**src/rtl/disk_inflated_obstacle_grid_macros.svh**
```systemverilog
// Assertion macros used by the obstacle grid back end (dig_back).
// Each macro expects clock aclk and active-low reset aresetn in the using module.
`ifndef DISK_INFLATED_OBSTACLE_GRID_MACROS_SVH
`define DISK_INFLATED_OBSTACLE_GRID_MACROS_SVH

// The consequent must hold in the same cycle as the antecedent.
`define DIG_ASSERT_NOW(lbl, ante, cons, msg) \
    lbl: assert property (@(posedge aclk) disable iff (!aresetn) (ante) |-> (cons)) \
        else $error(msg);

// The consequent must hold in the cycle after the antecedent.
`define DIG_ASSERT_NEXT(lbl, ante, cons, msg) \
    lbl: assert property (@(posedge aclk) disable iff (!aresetn) (ante) |=> (cons)) \
        else $error(msg);

`endif

```
**src/rtl/dig_pkg.sv**
```systemverilog
// Package for the disk-inflated obstacle grid: sizes, codes, command types
// and the disk row mask function. Depends on nothing.
`default_nettype none

package dig_pkg;

    localparam int MAX_WIDTH  = 256;
    localparam int MAX_HEIGHT = 256;
    localparam int MAX_RADIUS = 7;

    localparam int OP_W    = 2;
    localparam int COORD_W = 8;
    localparam int OCC_W   = 8;
    localparam int DIM_W   = 9;
    localparam int LIM_W   = 6;
    localparam int DATA_W  = 32;
    localparam int ADDR_W  = 4;
    localparam int REG_IDX_W = 2;

    localparam int ROW_AW  = $clog2(MAX_HEIGHT);
    localparam int TY_W    = DIM_W + 1;
    localparam int DISK_N  = 2 * MAX_RADIUS + 1;
    localparam int ROWK_W  = $clog2(DISK_N);
    localparam int SUM_W   = $clog2(2 * MAX_RADIUS * MAX_RADIUS + 1);
    localparam int LIMS_W  = (LIM_W > SUM_W) ? LIM_W : SUM_W;
    localparam int WIDE_W  = MAX_WIDTH + MAX_RADIUS;

    localparam logic [OP_W-1:0] OP_CLEAR = 2'd0;
    localparam logic [OP_W-1:0] OP_LOAD  = 2'd1;
    localparam logic [OP_W-1:0] OP_QUERY = 2'd2;

    localparam logic [REG_IDX_W-1:0] REG_MAP_WIDTH  = 2'd0;
    localparam logic [REG_IDX_W-1:0] REG_MAP_HEIGHT = 2'd1;
    localparam logic [REG_IDX_W-1:0] REG_DISK_LIMIT = 2'd2;

    localparam logic [DIM_W-1:0] MAP_WIDTH_RESET  = DIM_W'(256);
    localparam logic [DIM_W-1:0] MAP_HEIGHT_RESET = DIM_W'(256);
    localparam logic [LIM_W-1:0] DISK_LIMIT_RESET = LIM_W'(9);

    localparam logic signed [OCC_W-1:0] OCC_THRESHOLD = OCC_W'(50);

    typedef enum logic [1:0] {
        CMD_CLEAR,
        CMD_LOAD,
        CMD_QUERY,
        CMD_OFFMAP
    } cmd_kind_t;

    typedef struct packed {
        cmd_kind_t            kind;
        logic [COORD_W-1:0]   x;
        logic [COORD_W-1:0]   y;
    } cmd_t;

    typedef struct packed {
        logic [DIM_W-1:0]  eff_w;
        logic [DIM_W-1:0]  eff_h;
        logic [LIMS_W-1:0] lim;
    } geom_t;

    typedef enum logic [1:0] {
        B_IDLE,
        B_LOAD,
        B_DRAIN,
        B_QUERY
    } back_state_t;

    // Bit j is set when column offset j-MAX_RADIUS lies inside the disk on row k.
    function automatic logic [DISK_N-1:0] disk_row_mask(input logic [ROWK_W-1:0] k,
                                                        input logic [LIMS_W-1:0] lim);
        logic [DISK_N-1:0] m;
        int dy;
        int dx;
        int s;
        dy = int'(k) - MAX_RADIUS;
        for (int j = 0; j < DISK_N; j++) begin
            dx = j - MAX_RADIUS;
            s = dx * dx + dy * dy;
            m[j] = (s <= int'(lim));
        end
        return m;
    endfunction

endpackage

`default_nettype wire

```
**src/rtl/dig_front.sv**
```systemverilog
// Front end of the obstacle grid: accepts items and turns them into commands.
// Uses dig_pkg; feeds dig_queue.
`default_nettype none

module dig_front (
    input  wire logic                          s_valid,
    output logic                               s_ready,
    input  wire logic [dig_pkg::OP_W-1:0]      s_operation,
    input  wire logic [dig_pkg::COORD_W-1:0]   s_cell_x,
    input  wire logic [dig_pkg::COORD_W-1:0]   s_cell_y,
    input  wire logic signed [dig_pkg::OCC_W-1:0] s_occupancy,
    input  wire dig_pkg::geom_t                geom,
    input  wire logic                          q_full,
    output logic                               push,
    output dig_pkg::cmd_t                      cmd
);

    logic on_map;
    logic is_obstacle;
    logic accept;

    assign s_ready = !q_full;
    assign accept  = s_valid && s_ready;

    assign on_map = (dig_pkg::DIM_W'(s_cell_x) < geom.eff_w) &&
                    (dig_pkg::DIM_W'(s_cell_y) < geom.eff_h);
    assign is_obstacle = (s_occupancy < 0) || (s_occupancy >= dig_pkg::OCC_THRESHOLD);

    // Loads of free cells or off-map centers, and unused codes, are taken and dropped.
    always_comb begin
        push     = 1'b0;
        cmd.kind = dig_pkg::CMD_CLEAR;
        cmd.x    = s_cell_x;
        cmd.y    = s_cell_y;
        case (s_operation)
            dig_pkg::OP_CLEAR: begin
                push     = accept;
                cmd.kind = dig_pkg::CMD_CLEAR;
            end
            dig_pkg::OP_LOAD: begin
                push     = accept && is_obstacle && on_map;
                cmd.kind = dig_pkg::CMD_LOAD;
            end
            dig_pkg::OP_QUERY: begin
                push     = accept;
                cmd.kind = on_map ? dig_pkg::CMD_QUERY : dig_pkg::CMD_OFFMAP;
            end
            default: begin
                push = 1'b0;
            end
        endcase
    end

endmodule

`default_nettype wire

```
**config.mk**
```make
export PLATFORM = sky130hd
export DESIGN_NAME = dig_front
export DESIGN_NICKNAME = d
export VERILOG_FILES = /design/src/rtl/disk_inflated_obstacle_grid_macros.svh /design/src/rtl/dig_pkg.sv /design/src/rtl/dig_front.sv
export SDC_FILE = /design/constraint.sdc
export NUM_CORES = 1
export LEC_CHECK = 0
export ABC_AREA = 0
export CAP_MARGIN = 5
export CORE_AREA = 5 5 42 44
export DETAILED_ROUTE_END_ITERATION = 10
export DIE_AREA = 0 0 47 49
export DONT_BUFFER_PORTS = 1
export GPL_TIMING_DRIVEN = 1
export PLACE_DENSITY = 0.67
export SYNTH_ARGS = -nofsm -noshare
export SYNTH_HDL_FRONTEND = slang
export SYNTH_SLANG_ARGS = --single-unit
```
**constraint.sdc**
```tcl
create_clock -name vclk -period 1.3
set_clock_uncertainty 0.05 [all_clocks]
set_input_delay 0.13 -clock vclk [all_inputs]
set_output_delay 0.13 -clock vclk [all_outputs]
set_load 0.005 [all_outputs]
```
==> impl_metrics.json <==
{
  "std_cell_rows": 14,
  "synth_top_cell_by_area": "ha_1",
  "wl_per_cell_um": 14.1,
  "die_w_um": 47,
  "clkbuf_count": 0,
  "synth_compound_area_share_pct": 15.5,
  "synth_top_family_by_area": "adder cells",
  "drive_above_1_share_pct": 18.8,
  "path_cells": "inv_1 -> ha_4 -> and4b_1 -> nand4_1 -> nand3b_1 -> o221a_1",
  "synth_commonest_cells": "ha_1, inv_1, buf_4",
  "ir_worst_vdd_uv": 90.7,
  "synth_seq_area_share_pct": 0,
  "end_kind": "output port",
  "finish.utilization_pct": 43.8,
  "dp_slack_ns": -0.0809,
  "nFlopsAndLatches": 0,
  "synth_area_um2": 623,
  "diodes": 0,
  "hold_ws_ns": 0.210,
  "numPortBuffers": 0,
  "grt_pass1_wl_mm": 1.68,
  "grt_max_degree": 5,
  "post-route-period-util_pct": 96.5,
  "min_path_cells": 0,
  "synth-xor-area-share_pct": 0,
  "fill_cells": 151,
  "fp.dieH_um": 49,
  "crit_path_top_delay_cell": "ha_4",
  "min_period_ns": 1.25,
  "slew_headroom_pct": 84.9,
  "gp_congestion": 0.605,
  "leakagePower_nw": 0.306,
  "cts-hold-fix-buffers": 0,
  "setup_viol": 0,
  "post-route-drc-count": 0,
  "worst_setup_path_start_kind": "input pin",
  "hold_viol": 0,
  "area.growth.synth_to_final_pct": -1.41,
  "synth_cells": 85,
  "worst_slack_ns": 0.0460,
  "cp_data_required_time_ns": 1.12,
  "post_cts_buffers": 0,
  "cp_max_fo": 3,
  "yosysMostFrequentCell": "ha_1",
  "synth.avg_cell_area_um2": 7.33,
  "track_usage_pct": 8.91,
  "finalNetCount": 143,
  "min_from": "s_cell_y[4]",
  "ant_nets": 0,
  "status": "complete, no violations",
  "slew_violations": 0,
  "syn_nets": 157,
  "initial_core_util_pct": 44.5,
  "tightest_slew_ns": 0.224,
  "yosys.area_share.simple_pct": 16.9,
  "worstSetupPathType": "in -> out",
  "wirelength_mm": 1.20,
  "ioPinCount": 73,
  "hold_path_class": "in -> out",
  "synth_fa_ha_area_share_pct": 38.2,
  "dp_hpwl_mm": 1.08,
  "rsz0062_at_grt": "yes",
  "grt_pass1_vias": 421,
  "muxShareOfSynthArea_pct": 0,
  "routed_via_density": 5.62,
  "first_pass_iters": 2,
  "first_iter_violations": 1,
  "dieArea_um2": 2300,
  "synth_top_cell_area_share_pct": 38.2,
  "multi_input_area_um2": 526,
  "yosysUniqueCellTypes": 22,
  "grt_overflow": 0,
  "cap_violations": 0,
  "whs_endpoint": "cmd[4]",
  "cellPowerDensity_nw_per_um2": 230,
  "regArea_um2": 0,
  "cp_slowest_stage_delay_ns": 0.27,
  "fmax_mhz": 797,
  "netlist_top_cells_area": "ha_1, buf_4, inv_1",
  "num_vias": 478,
  "worstPathArrival_ns": 1.07,
  "antenna_found_initial": 0,
  "ys_warn_count": 0,
  "coreArea_um2": 1400
}
==> through the flow <==
step / cells / TNS (ns) / area, um2 / power (mW)
2_1_floorplan: 85 / 0 / 623 / 0.134
3_3_place_gp: 85 / -0.0603 / 523 / 0.109
3_5_place_dp: 85 / -0.0956 / 523 / 0.115
4_1_cts: 85 / 0 / 577 / 0.129
5_1_grt: 85 / -0.0496 / 614 / 0.170
6_report: 85 / 0 / 614 / 0.142
==> timing repair <==
| item | in CTS | in global routing |
|---|---|---|
| cloned | 0 | 0 |
| pin swaps | 12 | 7 |
| gates resized for setup | 8 | 8 |
| endpoints found under the setup margin | 2 | 2 |
==> how the worst max path moves through the flow <==
stage                     endpoint  cells past startpoint  slack (ns)   startpoint
after global routing       cmd[16]                      6       -0.05  s_cell_x[2]
after global placement     cmd[16]                      7       -0.06     geom[18]
final                      cmd[16]                      6        0.05     geom[14]
after CTS                  cmd[16]                      7       0.002     geom[18]
after floorplan            cmd[16]                      7        0.05     geom[18]
after detailed placement   cmd[16]                      7       -0.08     geom[18]
==> cells by family after synthesis <==
family,count (synthesis)
simple gates,17
buf+inv,33
fa+ha+maj,19
compound gates,16
==> critical path, delay by kind of cell <==
kind                       cells  cell delay, ns
buffers and inverters          1            0.04
adders and majority gates      1            0.27
and+or+nand+nor                3            0.44
AOI/OAI and AO/OA              1            0.20
==> per-layer routing <==
metal  share of wire (%)  vias up  track usage [%]
li1                    -      240                -
met1                  36      211             10.9
met2                  54       27             16.5
met3                  10        0             1.48
met4                   0        0                0
met5                   0        -                0
==> where the power goes <==
part / switching (mW) / total [mW] / internal, mW
clock: 0 / 0 / 0
sequential: 0 / 0 / 0
combinational: 0.0666 / 0.142 / 0.0750
total: 0.0666 / 0.142 / 0.0750
==> placed cells by master (no fill, tap or decap), types with 2 or more instances in the layout <==
cell / netlist / layout
nand3_1: 3 / 3
nor2_1: 3 / 3
inv_1: 17 / 14
inv_2: 0 / 2
a21oi_2: 0 / 2
nand2_1: 3 / 3
ha_1: 19 / 13
ha_4: 0 / 6
o21ai_1: 3 / 4
a21oi_1: 6 / 4
==> layout make-up <==
type | instances | share of cell area (%)
multi-input cells | 52 | 85.5
inverters | 17 | 11.2
well taps | 16 | 3.26
Note: power is estimated with default switching activity, not from simulation.
