==> src/rtl/disk_inflated_obstacle_grid_macros.svh <==
// Assertion macros used by the obstacle grid back end (dig_back).
// Each macro expects clock aclk and active-low reset aresetn in the using module.
`ifndef DISK_INFLATED_OBSTACLE_GRID_MACROS_SVH
`define DISK_INFLATED_OBSTACLE_GRID_MACROS_SVH

// The consequent must hold in the same cycle as the antecedent.
`define DIG_ASSERT_NOW(lbl, ante, cons, msg) \
    lbl: assert property (@(posedge aclk) disable iff (!aresetn) (ante) |-> (cons)) \
        else $error(msg);

// The consequent must hold in the cycle after the antecedent.
`define DIG_ASSERT_NEXT(lbl, ante, cons, msg) \
    lbl: assert property (@(posedge aclk) disable iff (!aresetn) (ante) |=> (cons)) \
        else $error(msg);

`endif

==> src/rtl/dig_pkg.sv <==
// Package for the disk-inflated obstacle grid: sizes, codes, command types
// and the disk row mask function. Depends on nothing.
`default_nettype none

package dig_pkg;

    localparam int MAX_WIDTH  = 256;
    localparam int MAX_HEIGHT = 256;
    localparam int MAX_RADIUS = 7;

    localparam int OP_W    = 2;
    localparam int COORD_W = 8;
    localparam int OCC_W   = 8;
    localparam int DIM_W   = 9;
    localparam int LIM_W   = 6;
    localparam int DATA_W  = 32;
    localparam int ADDR_W  = 4;
    localparam int REG_IDX_W = 2;

    localparam int ROW_AW  = $clog2(MAX_HEIGHT);
    localparam int TY_W    = DIM_W + 1;
    localparam int DISK_N  = 2 * MAX_RADIUS + 1;
    localparam int ROWK_W  = $clog2(DISK_N);
    localparam int SUM_W   = $clog2(2 * MAX_RADIUS * MAX_RADIUS + 1);
    localparam int LIMS_W  = (LIM_W > SUM_W) ? LIM_W : SUM_W;
    localparam int WIDE_W  = MAX_WIDTH + MAX_RADIUS;

    localparam logic [OP_W-1:0] OP_CLEAR = 2'd0;
    localparam logic [OP_W-1:0] OP_LOAD  = 2'd1;
    localparam logic [OP_W-1:0] OP_QUERY = 2'd2;

    localparam logic [REG_IDX_W-1:0] REG_MAP_WIDTH  = 2'd0;
    localparam logic [REG_IDX_W-1:0] REG_MAP_HEIGHT = 2'd1;
    localparam logic [REG_IDX_W-1:0] REG_DISK_LIMIT = 2'd2;

    localparam logic [DIM_W-1:0] MAP_WIDTH_RESET  = DIM_W'(256);
    localparam logic [DIM_W-1:0] MAP_HEIGHT_RESET = DIM_W'(256);
    localparam logic [LIM_W-1:0] DISK_LIMIT_RESET = LIM_W'(9);

    localparam logic signed [OCC_W-1:0] OCC_THRESHOLD = OCC_W'(50);

    typedef enum logic [1:0] {
        CMD_CLEAR,
        CMD_LOAD,
        CMD_QUERY,
        CMD_OFFMAP
    } cmd_kind_t;

    typedef struct packed {
        cmd_kind_t            kind;
        logic [COORD_W-1:0]   x;
        logic [COORD_W-1:0]   y;
    } cmd_t;

    typedef struct packed {
        logic [DIM_W-1:0]  eff_w;
        logic [DIM_W-1:0]  eff_h;
        logic [LIMS_W-1:0] lim;
    } geom_t;

    typedef enum logic [1:0] {
        B_IDLE,
        B_LOAD,
        B_DRAIN,
        B_QUERY
    } back_state_t;

    // Bit j is set when column offset j-MAX_RADIUS lies inside the disk on row k.
    function automatic logic [DISK_N-1:0] disk_row_mask(input logic [ROWK_W-1:0] k,
                                                        input logic [LIMS_W-1:0] lim);
        logic [DISK_N-1:0] m;
        int dy;
        int dx;
        int s;
        dy = int'(k) - MAX_RADIUS;
        for (int j = 0; j < DISK_N; j++) begin
            dx = j - MAX_RADIUS;
            s = dx * dx + dy * dy;
            m[j] = (s <= int'(lim));
        end
        return m;
    endfunction

endpackage

`default_nettype wire

==> src/rtl/dig_queue.sv <==
// Two-entry command queue between the front and back ends of the obstacle grid.
// Uses dig_pkg for the command type.
`default_nettype none

module dig_queue (
    input  wire logic          aclk,
    input  wire logic          aresetn,
    input  wire logic          push,
    input  wire dig_pkg::cmd_t push_cmd,
    output logic               full,
    input  wire logic          pop,
    output logic               head_valid,
    output dig_pkg::cmd_t      head_cmd
);

    dig_pkg::cmd_t entry_reg [2];
    logic       wr_ptr_reg, wr_ptr_next;
    logic       rd_ptr_reg, rd_ptr_next;
    logic [1:0] count_reg, count_next;
    logic       do_push;
    logic       do_pop;

    assign full       = (count_reg == 2'd2);
    assign head_valid = (count_reg != 2'd0);
    assign head_cmd   = entry_reg[rd_ptr_reg];
    assign do_push    = push && !full;
    assign do_pop     = pop && head_valid;

    always_comb begin
        wr_ptr_next = do_push ? !wr_ptr_reg : wr_ptr_reg;
        rd_ptr_next = do_pop ? !rd_ptr_reg : rd_ptr_reg;
        count_next  = count_reg;
        if (do_push && !do_pop) begin
            count_next = count_reg + 2'd1;
        end else if (do_pop && !do_push) begin
            count_next = count_reg - 2'd1;
        end
    end

    always_ff @(posedge aclk) begin
        if (!aresetn) begin
            wr_ptr_reg <= 1'b0;
            rd_ptr_reg <= 1'b0;
            count_reg  <= 2'd0;
        end else begin
            wr_ptr_reg <= wr_ptr_next;
            rd_ptr_reg <= rd_ptr_next;
            count_reg  <= count_next;
        end
    end

    always_ff @(posedge aclk) begin
        if (do_push) begin
            entry_reg[wr_ptr_reg] <= push_cmd;
        end
    end

endmodule

`default_nettype wire

==> config.mk <==
export PLATFORM = sky130hd
export DESIGN_NAME = dig_queue
export DESIGN_NICKNAME = d
export VERILOG_FILES = /design/src/rtl/disk_inflated_obstacle_grid_macros.svh /design/src/rtl/dig_pkg.sv /design/src/rtl/dig_queue.sv
export SDC_FILE = /design/constraint.sdc
export NUM_CORES = 1
export LEC_CHECK = 0
export BUFFER_PORTS_ARGS = -buffer_cell sky130_fd_sc_hd__buf_4
export CORE_UTILIZATION = 30
export DETAILED_ROUTE_END_ITERATION = 16
export SLEW_MARGIN = 20
export SYNTH_ARGS = -nofsm -noshare
export SYNTH_HDL_FRONTEND = slang
export SYNTH_SLANG_ARGS = --single-unit
export TNS_END_PERCENT = 30
==> constraint.sdc <==
create_clock -name aclk -period 4.35 [get_ports aclk]
set_input_delay 0.87 -clock aclk [delete_from_list [all_inputs] [get_ports aclk]]
set_output_delay 0.87 -clock aclk [all_outputs]
set_load 0.02 [all_outputs]
==> results of run 1 <==
cell families after synthesis:
| kind of cell | count (synthesis) | share of synthesized area [%] |
|---|---|---|
| multiplexers | 18 | 13.2 |
| flip-flops | 41 | 77.1 |
| AO/OA/AOI/OAI | 5 | 2.12 |
| adder cells (fa/ha/maj) | 1 | 0.816 |
| AND/OR/NAND/NOR | 9 | 3.76 |
| buffers and inverters | 4 | 1.31 |
| XOR/XNOR | 3 | 1.71 |
per-layer routing:
metal | track usage (%) | wire, microns | share of wire, % | vias up
li1 | - | - | - | 396
met1 | 10.6 | 961 | 38 | 396
met2 | 17.3 | 1330 | 53 | 27
met3 | 4.53 | 166 | 6.6 | 6
met4 | 5.13 | 58 | 2.3 | 0
met5 | 0 | 0 | 0 | -
tightest hold or removal path: cells and delay by family (launching register included):
family | cells | cell delay (ps)
AO/OA/AOI/OAI | 2 | 140
flip-flops | 1 | 350
final cells by class:
cell class	count	area, sq um
repair buffers	42	315
fillers	466	2820
clock inverters	3	12.5
well taps	67	83.8
flip-flops and latches	41	1180
inverters	2	7.51
clock buffers	5	68.8
multi-input cells	36	332
worst min-delay path by stage:
stage	startpoint	end	slack (ps)	cells after the start
final	count_reg[1]	count_reg[1]	530	2
after global routing	count_reg[1]	count_reg[1]	570	2
after CTS	count_reg[1]	count_reg[1]	540	2
after detailed placement	count_reg[1]	count_reg[1]	530	2
after global placement	count_reg[1]	count_reg[1]	490	2
after floorplan	count_reg[1]	count_reg[1]	480	2
cells in the mapped netlist:
cell      instances
edfxtp_1         36
mux2_2           18
dfxtp_1           5
and2_1            3
xnor2_1           2
a21boi_0          1
a21boi_1          1
and3_1            1
buf_2             1
buf_4             1
ha_1              1
inv_1             1
inv_2             1
nand2b_1          1
nor2_1            1
nor3_2            1
o21a_1            1
o21ai_0           1
o21ai_1           1
or2_2             1
or3_1             1
xor2_1            1
power groups by stage:
stage	combinational (mW)	clock (mW)	sequential, mW
6_report	0.370	0.219	0.542
5_1_grt	0.397	0.246	0.552
4_1_cts	0.376	0.230	0.545
3_5_place_dp	0.374	0	0.553
3_3_place_gp	0.369	0	0.550
2_1_floorplan	0.259	0	0.522
through the flow:
stage                     setup slack [ps]  instances  hold WS (ps)  utilization (%)  cell area, sq um
after floorplan                       2240         81           479                -              1530
after global routing                  1640        196           569             41.5              2000
after detailed placement              2040        188           531             39.8              1920
after global placement                2050        188           495             39.8              1920
final                                 1770        196           533             41.5              2000
after CTS                             1710        196           540             41.5              2000
==> summary.md, run 1 <==
| Metric | Value |
|---|---|
| Seq/Total Area, Yosys | `between 70% and 80%` |
| Clock root buffer | `clkbuf_8` |
| Vias per cell | `approximately 4.2` |
| Most frequent cells in the layout | `buf_4 (42), edfxtp_1 (36), mux2_2 (18), dfxtp_1 (5), clkbuf_8 (5)` |
| First-pass GRT wire length | `3.89 mm` |
| Crit path arrival time | `between 1500 and 2000 ps` |
| GRT Overall Usage | `10.2%` |
| Die ar. | `approximately 5400 sq um` |
| WS Path Type | `reg -> out` |
| Setup crit end kind | `primary output` |
| Mean Syn Cell Area | `~19 sq um` |
| Core area | `approximately 4800 sq um` |
| Cells after Synth | `81` |
| Relative slew slack | `a little over two fifths` |
| Worst IR Drop VDD | `between 0.15 and 0.2 mV` |
| Worst Path Required | `about 3500 ps` |
| Max-cap violations | `0` |
| Pin count of the biggest net entering global routing | `19` |
| Mapped Area | `around 1500 sq um` |
| Final HPWL DP | `1.81 mm` |
| Commonest non-fill, non-tap cell in the layout | `buf_4` |
| Time the worst path needs with I/O delays and setup | `roughly 2600 ps` |
| DR iter-0 viols | `32` |
| Clock Pin Slew Worst Setup and Hold Paths | `70 ps` |
| Drt first pass iters | `3` |
| Clock power frac | `between 10% and 20%` |
| Critical path launch point type | `flip-flop` |
| Crit Reg-Reg Startpoint | `count_reg[0]` |
| DRC | `0` |
| Input/output buffers | `41` |
| Reg2reg path depth | `4` |
| CP max stage delay | `840 ps` |
| Critical Path Fanout Max | `18` |
| Top cell type's share of synthesized area | `a little over two thirds` |
| Max reg flops | `36` |
| Die X | `roughly 73 microns` |
| Share of layout cells above drive strength 1 | `approximately 53%` |
| Clock skew | `5.42 ps` |
| Internal Power | `between 700 and 800 uW` |
| Outcome | `completed` |
| CTS tree | `built` |
| Flop pwr share | `47.9%` |
| Clk sinks | `just over 40` |
| Switch Pwr | `between 300 and 400 uW` |
| Yosys Warn Count | `0` |
| Power Dens Cells | `approximately 570 nW/um^2` |
| Final setup viols | `0` |
| DRT Wirelength | `between 2 and 3 mm` |
| Gr ovfl total | `0` |
| Register-to-register setup slack | `2500 ps` |
| Area growth from synthesis to final layout | `30.5%` |
| Routability congestion estimate | `~0.64` |
| Net Sw Frac | `29.9%` |
| Stages on the worst setup path | `2` |
| Initial core utilization | `a little under a third` |
| Final #Nets | `around 150` |
| Leak Pwr | `between 0.7 and 0.8 nW` |
| Crit path to | `head_cmd[9]` |
| Bufs and invs on worst path | `1` |
| Number of global-route vias before repair | `860` |
| Reg2reg end | `entry_reg[0][0]` |
| Syn Nets | `between 100 and 150` |
| Worst-Skew Late Latency | `about 280 ps` |
| Final hold viol count | `0` |
| Tot Pwr | `approximately 1.1 mW` |
| Post-route clock period utilization | `between 50% and 60%` |
| Routed WL per cell | `between 10 and 15 microns` |
| Crit path cell chain | `mux2_2, buf_4` |
| Die height | `between 70 and 80 microns` |
| Max clock buf depth | `2` |
| Ant. Diodes | `0` |
| Worst-Margin Slew | `around 870 ps` |
| Worst Hold Class | `reg -> reg` |
| Post-synth cell types | `22` |
| CTS resizes | `0` |
| CP max stage cell | `dfxtp_1` |
| I/O pin cnt | `between 40 and 50` |
| Main area contributors after synthesis | `edfxtp_1 (71%), mux2_2 (13%), dfxtp_1 (6.5%)` |
| Setup TNS | `0 ps` |
| Std cell rows | `25` |
| Yosys reg bits | `41` |
| TritonCTS buffer count | `5` |
| Initial antenna violation count | `0` |
| H-tree depth | `2` |
| Combinational power share | `about a third` |
| Post-CTS setup buffers | `0` |
| Highest clock rate | `~390 MHz` |
| Post-route ant nets | `0` |
| Hold buffer count at CTS | `0` |
| RSZ-0062 raised after global routing | `false` |
| Cell taking the most area after synthesis | `edfxtp_1` |
| Family with the most delay on the worst path | `flip-flops` |
| Max Slew Vio Count | `0` |
| Vias | `between 800 and 900` |
Power figures use the tool's default switching activity.
==> run 2, diff against run 1 <==
==> constraint.sdc (replaced) <==
create_clock -name aclk -period 2.5 [get_ports aclk]
set_input_delay 0.5 -clock aclk [delete_from_list [all_inputs] [get_ports aclk]]
set_output_delay 0.5 -clock aclk [all_outputs]
set_load 0.02 [all_outputs]
==> run 2 against run 1 <==
Final area rose by 1.2%. Worst hold slack got worse by 140 ps. Flip-flop and latch count did not move. Setup slack got worse by 1300 ps. Global-route usage rose by 0.33 points. Sequential power rose by 69%. Final cell count rose by 1.5%. Utilization rose by 0.49 points. Die area did not move. Wire length rose by 5.4%. First-iteration DRC count rose by 9.4%.
==> summary.md, run 2 (synthesis results as in run 1) <==
| Metric | Value |
|---|---|
| Routability congestion estimate | `0.588 (-8.2%)` |
| Met1 Use GR | `11.1% (+0.46 points)` |
| Non-filler cells, final | `199 (+1.5%)` |
| Clk sinks | `41 (unchanged)` |
| TritonCTS buffer count | `5 (unchanged)` |
| Vias | `857 (+3.9%)` |
| DRT Wirelength | `2.65 mm (+5.4%)` |
| Core area | `4820 sq um (unchanged)` |
| WS Path Type | `reg -> out` |
| Max clock buf depth | `2 (unchanged)` |
| Most frequent cells in the layout | `buf_4 (45), edfxtp_1 (36), mux2_2 (18), dfxtp_1 (5), clkbuf_8 (5)` |
| Die X | `73.5 microns (unchanged)` |
| Drt first pass iters | `4 (+1)` |
| Clock root buffer | `clkbuf_8` |
| Std cell rows | `25 (unchanged)` |
| Hold buffer count at CTS | `0 (unchanged)` |
| Worst-Margin Slew | `423 ps (-442 ps)` |
| GRT Overall Usage | `10.5% (+0.33 points)` |
| Initial antenna violation count | `0 (unchanged)` |
| DRC | `0 (unchanged)` |
| Worst Hold Class | `in -> reg` |
| Input/output buffers | `41 (unchanged)` |
| Share of layout cells above drive strength 1 | `55.3% (+1.8 points)` |
| Post-CTS setup buffers | `0 (unchanged)` |
| Outcome | `completed` |
| Clock Pin Slew Worst Setup and Hold Paths | `80 ps (about the same)` |
| M2 GR Usage | `17.9% (+0.61 points)` |
| CTS resizes | `0 (unchanged)` |
| Setup crit end kind | `primary output` |
| Gr ovfl total | `0 (unchanged)` |
| Worst Path Required | `2000 ps (-1480 ps)` |
| Critical Path Fanout Max | `13 (-5)` |
| Worst IR Drop VDD | `0.308 mV (+83%)` |
| Area growth from synthesis to final layout | `32.1%` |
| Commonest non-fill, non-tap cell in the layout | `buf_4` |
| Final HPWL DP | `1.92 mm (+5.6%)` |
| I/O pin cnt | `42 (unchanged)` |
| Critical path launch point type | `flip-flop` |
| Relative slew slack | `71.8% (+29 points)` |
| M3 GR Usage | `3.70% (-0.82 points)` |
| Routed WL per cell | `13.3 microns (+3.8%)` |
| Hold Crit Depth | `1 (-1)` |
| Final hold viol count | `0 (unchanged)` |
| Initial core utilization | `31.8% (unchanged)` |
| Leak Pwr | `0.770 nW (+2.3%)` |
| Die ar. | `5400 sq um (unchanged)` |
| Power Dens Cells | `991 nW/um^2 (+75%)` |
| Pin count of the biggest net entering global routing | `14 (-5)` |
| Final setup viols | `0 (unchanged)` |
| Placed Area | `1940 sq um (+1.2%)` |
| Die height | `73.5 microns (unchanged)` |
| Reg2reg path depth | `3 (-1)` |
| First-pass GRT wire length | `4.05 mm (+4.1%)` |
| RSZ-0062 raised after global routing | `false` |
| Ant. Diodes | `0 (unchanged)` |
| DP Cell Count | `191 (+1.6%)` |
| Final #Nets | `154 (+2.0%)` |
| Post-route clock period utilization | `slightly above 80%` |
| Gr busiest metal | `met2` |
| Highest clock rate | `490 MHz` |
| Post-route cell area | `2020 sq um (+1.2%)` |
| CTS tree | `built` |
| Worst-Skew Late Latency | `290 ps (about the same)` |
| Vias per cell | `4.31 (+2.3%)` |
| DR iter-0 viols | `35 (+9.4%)` |
| Time the worst path needs with I/O delays and setup | `between 2000 and 2500 ps` |
| Number of global-route vias before repair | `914 (+6.3%)` |
| Setup TNS | `0 ps (unchanged)` |
| Crit path arrival time | `1540 ps (-170 ps)` |
| Max-cap violations | `0 (unchanged)` |
| Max Slew Vio Count | `0 (unchanged)` |
| H-tree depth | `2 (unchanged)` |
| Post-route ant nets | `0 (unchanged)` |
| Max reg flops | `36 (unchanged)` |
| Clock skew | `8.64 ps (+3.22 ps)` |
==> run 2: cell types whose count changed in the layout (fill, tap and decap cells not counted), sizes merged <==
cell / change
clkbuf: +1
buf: +3
clkinv: -1
==> run 2: final timing paths <==
check	start	end	slack, ps
max	flip-flop	head_cmd[0]	460
min	push_cmd[10]	entry_reg[0][10]	400
max reg2reg	count_reg[0]	entry_reg[1][3]	890
min reg2reg	count_reg[1]	count_reg[1]	550
==> run 2: through the flow <==
stage	utilization [%]	total power, mW	worst slack (ps)	hold slack, ps
after global placement	40.3	1.62	778	493
after floorplan	-	1.36	723	479
final	42.0	2.01	460	395
after detailed placement	40.3	1.63	756	532
after CTS	42.0	2.04	419	384
after global routing	42.0	2.12	384	375
==> run 2: critical path, stage by stage, from the launching register on <==
cell     delay [ps]
dfxtp_1         460
buf_4           270
mux2_2          370
buf_4           160
==> run 2: layout make-up <==
| cell class | instances | area [sq um] |
|---|---|---|
| Clock buffer | 6 | 72.6 |
| Clock inverter | 2 | 10.0 |
| Fill cell | 461 | 2790 |
| Inverter | 2 | 7.51 |
| Multi-Input combinational cell | 36 | 332 |
| Sequential cell | 41 | 1180 |
| Tap cell | 67 | 83.8 |
| Timing Repair Buffer | 45 | 338 |
==> run 2: routing by layer <==
metal | part of all wire (%) | routed length [microns] | vias to the layer above
li1 | - | - | 403
met1 | 38 | 1020 | 417
met2 | 53 | 1400 | 31
met3 | 6.0 | 160 | 6
met4 | 2.7 | 72 | 0
met5 | 0 | 0 | -
==> run 2: report_power, final <==
part	internal, mW	total [mW]	switching, mW	leakage [nW]
combinational	0.341	0.693	0.352	0.347
clock	0.193	0.399	0.206	0.0450
sequential	0.865	0.914	0.0487	0.377
==> run 3, diff against run 2 <==
==> constraint.sdc (replaced) <==
create_clock -name aclk -period 2.06 [get_ports aclk]
set_input_delay 0.412 -clock aclk [delete_from_list [all_inputs] [get_ports aclk]]
set_output_delay 0.412 -clock aclk [all_outputs]
set_load 0.02 [all_outputs]
==> run 3 against run 2 <==
Utilization increased by 0.65 points. Non-clock buffer count grew 1. Critical path depth stayed put. Combinational power is 25% higher. Worst hold slack lost 87 ps. Die area unchanged. Setup slack got worse by 140 ps. Largest cell class unchanged. Largest power group unchanged. Highest routed layer unchanged.
==> summary.md, run 3 (synthesis results as in run 1) <==
| Metric | Value |
|---|---|
| Outcome | `completed` |
| RSZ-0062 raised after global routing | `false` |
| Ant. Diodes | `0 (unchanged)` |
| Max Slew Vio Count | `0 (unchanged)` |
| Max reg flops | `36 (unchanged)` |
| Critical path launch point type | `flip-flop` |
| Post-Place Setup Slack | `475 ps (-281 ps)` |
| Max-cap violations | `0 (unchanged)` |
| Share of layout cells above drive strength 1 | `54.9% (-0.42 points)` |
| Die ar. | `5400 sq um (unchanged)` |
| Worst-Margin Slew | `261 ps (-162 ps)` |
| Hold Slack | `308 ps (-87.5 ps)` |
| Setup crit end kind | `primary output` |
| Post-CTS setup buffers | `0 (unchanged)` |
| Initial core utilization | `31.8% (unchanged)` |
| Initial antenna violation count | `0 (unchanged)` |
| Clock skew | `5.84 ps (-2.80 ps)` |
| Most frequent cells in the layout | `buf_4 (46), edfxtp_1 (36), mux2_2 (18), dfxtp_1 (5), clkbuf_8 (5)` |
| Core area | `4820 sq um (unchanged)` |
| Tot Pwr | `2.58 mW (+28%)` |
| Final hold viol count | `0 (unchanged)` |
| Std cell rows | `25 (unchanged)` |
| Crit path arrival time | `1320 ps (-220 ps)` |
| Max clock buf depth | `2 (unchanged)` |
| Vias per cell | `4.27 (-0.85%)` |
| Number of global-route vias before repair | `870 (-4.8%)` |
| Worst IR Drop VDD | `0.409 mV (+33%)` |
| Area growth from synthesis to final layout | `34.1%` |
| Die height | `73.5 microns (unchanged)` |
| Vias | `854 (-0.35%)` |
| Critical Path Fanout Max | `10 (-3)` |
| Clock root buffer | `clkbuf_8` |
| Placed Area | `1950 sq um (+0.39%)` |
| Input/output buffers | `41 (unchanged)` |
| Final setup viols | `0 (unchanged)` |
| H-tree depth | `2 (unchanged)` |
| Worst Path Required | `1650 ps (-350 ps)` |
| Final worst slack | `323 ps (-137 ps)` |
| Highest clock rate | `576 MHz` |
| Drt first pass iters | `4 (unchanged)` |
| Power Dens Cells | `1250 nW/um^2 (+26%)` |
| DRC | `0 (unchanged)` |
| Worst Hold Class | `in -> reg` |
| Post-route ant nets | `0 (unchanged)` |
| Leak Pwr | `0.783 nW (+1.7%)` |
| Worst-Skew Late Latency | `280 ps (about the same)` |
| Post-route cell area | `2060 sq um (+1.5%)` |
| TritonCTS buffer count | `5 (unchanged)` |
| CTS tree | `built` |
| Setup TNS | `0 ps (unchanged)` |
| Commonest non-fill, non-tap cell in the layout | `buf_4` |
| DP Cell Count | `192 (+0.52%)` |
| Non-filler cells, final | `200 (+0.50%)` |
| Die X | `73.5 microns (unchanged)` |
| Gr ovfl total | `0 (unchanged)` |
| DR iter-0 viols | `32 (-8.6%)` |
| First-pass GRT wire length | `4.03 mm (-0.52%)` |
| DRT Wirelength | `2.69 mm (+1.5%)` |
| CTS resizes | `0 (unchanged)` |
| Clock Pin Slew Worst Setup and Hold Paths | `80 ps (about the same)` |
| Pin count of the biggest net entering global routing | `19 (+5)` |
| Post-route clock period utilization | `between 80% and 90%` |
| GRT Overall Usage | `10.5% (+0.026 points)` |
| Final HPWL DP | `1.91 mm (-0.41%)` |
| Final core utilization | `42.7% (+0.65 points)` |
| WS Path Type | `reg -> out` |
| I/O pin cnt | `42 (unchanged)` |
| Relative slew slack | `82.6% (+11 points)` |
| Clk sinks | `41 (unchanged)` |
| Time the worst path needs with I/O delays and setup | `approximately 1700 ps` |
| Routed WL per cell | `13.4 microns (+0.96%)` |
| Routability congestion estimate | `0.728 (+24%)` |
| Hold buffer count at CTS | `0 (unchanged)` |
| Final #Nets | `155 (+0.65%)` |
## run 3: report_power, final
| part | internal [mW] | switching (mW) |
|---|---|---|
| Clock | 0.358 | 0.256 |
| Sequential | 1.05 | 0.0461 |
| Combinational | 0.422 | 0.444 |
| Total | 1.83 | 0.746 |
## run 3: final timing paths
path | start | to | slack, ps | depth (start not counted)
max | flip-flop | head_cmd[0] | 320 | 3
min | push_cmd[7] | entry_reg[1][7] | 310 | 1
max reg2reg | count_reg[0] | count_reg[1] | 460 | 6
min reg2reg | count_reg[1] | count_reg[1] | 540 | 2
## run 3: metal layers
metal  vias up  wire length (microns)  global-route usage [%]
met1       415                   1060                    11.6
met4         0                     61                    5.77
met2        29                   1410                    17.5
li1        405                      -                       -
met3         5                    155                    3.98
met5         -                      0                       0
## run 3: final cells by class
cell class | instances | area [sq um]
fillers | 461 | 2760
inverters | 2 | 7.51
repair buffers | 46 | 345
clock buffers | 6 | 72.6
multi-input cells | 36 | 332
clock inverters | 2 | 33.8
well taps | 67 | 83.8
flip-flops and latches | 41 | 1180
## run 3: critical path, cell delays in order, from the launching register on
cell and delay [ps]:
dfxtp_1 330, buf_4 200, mux2_2 360, buf_4 160
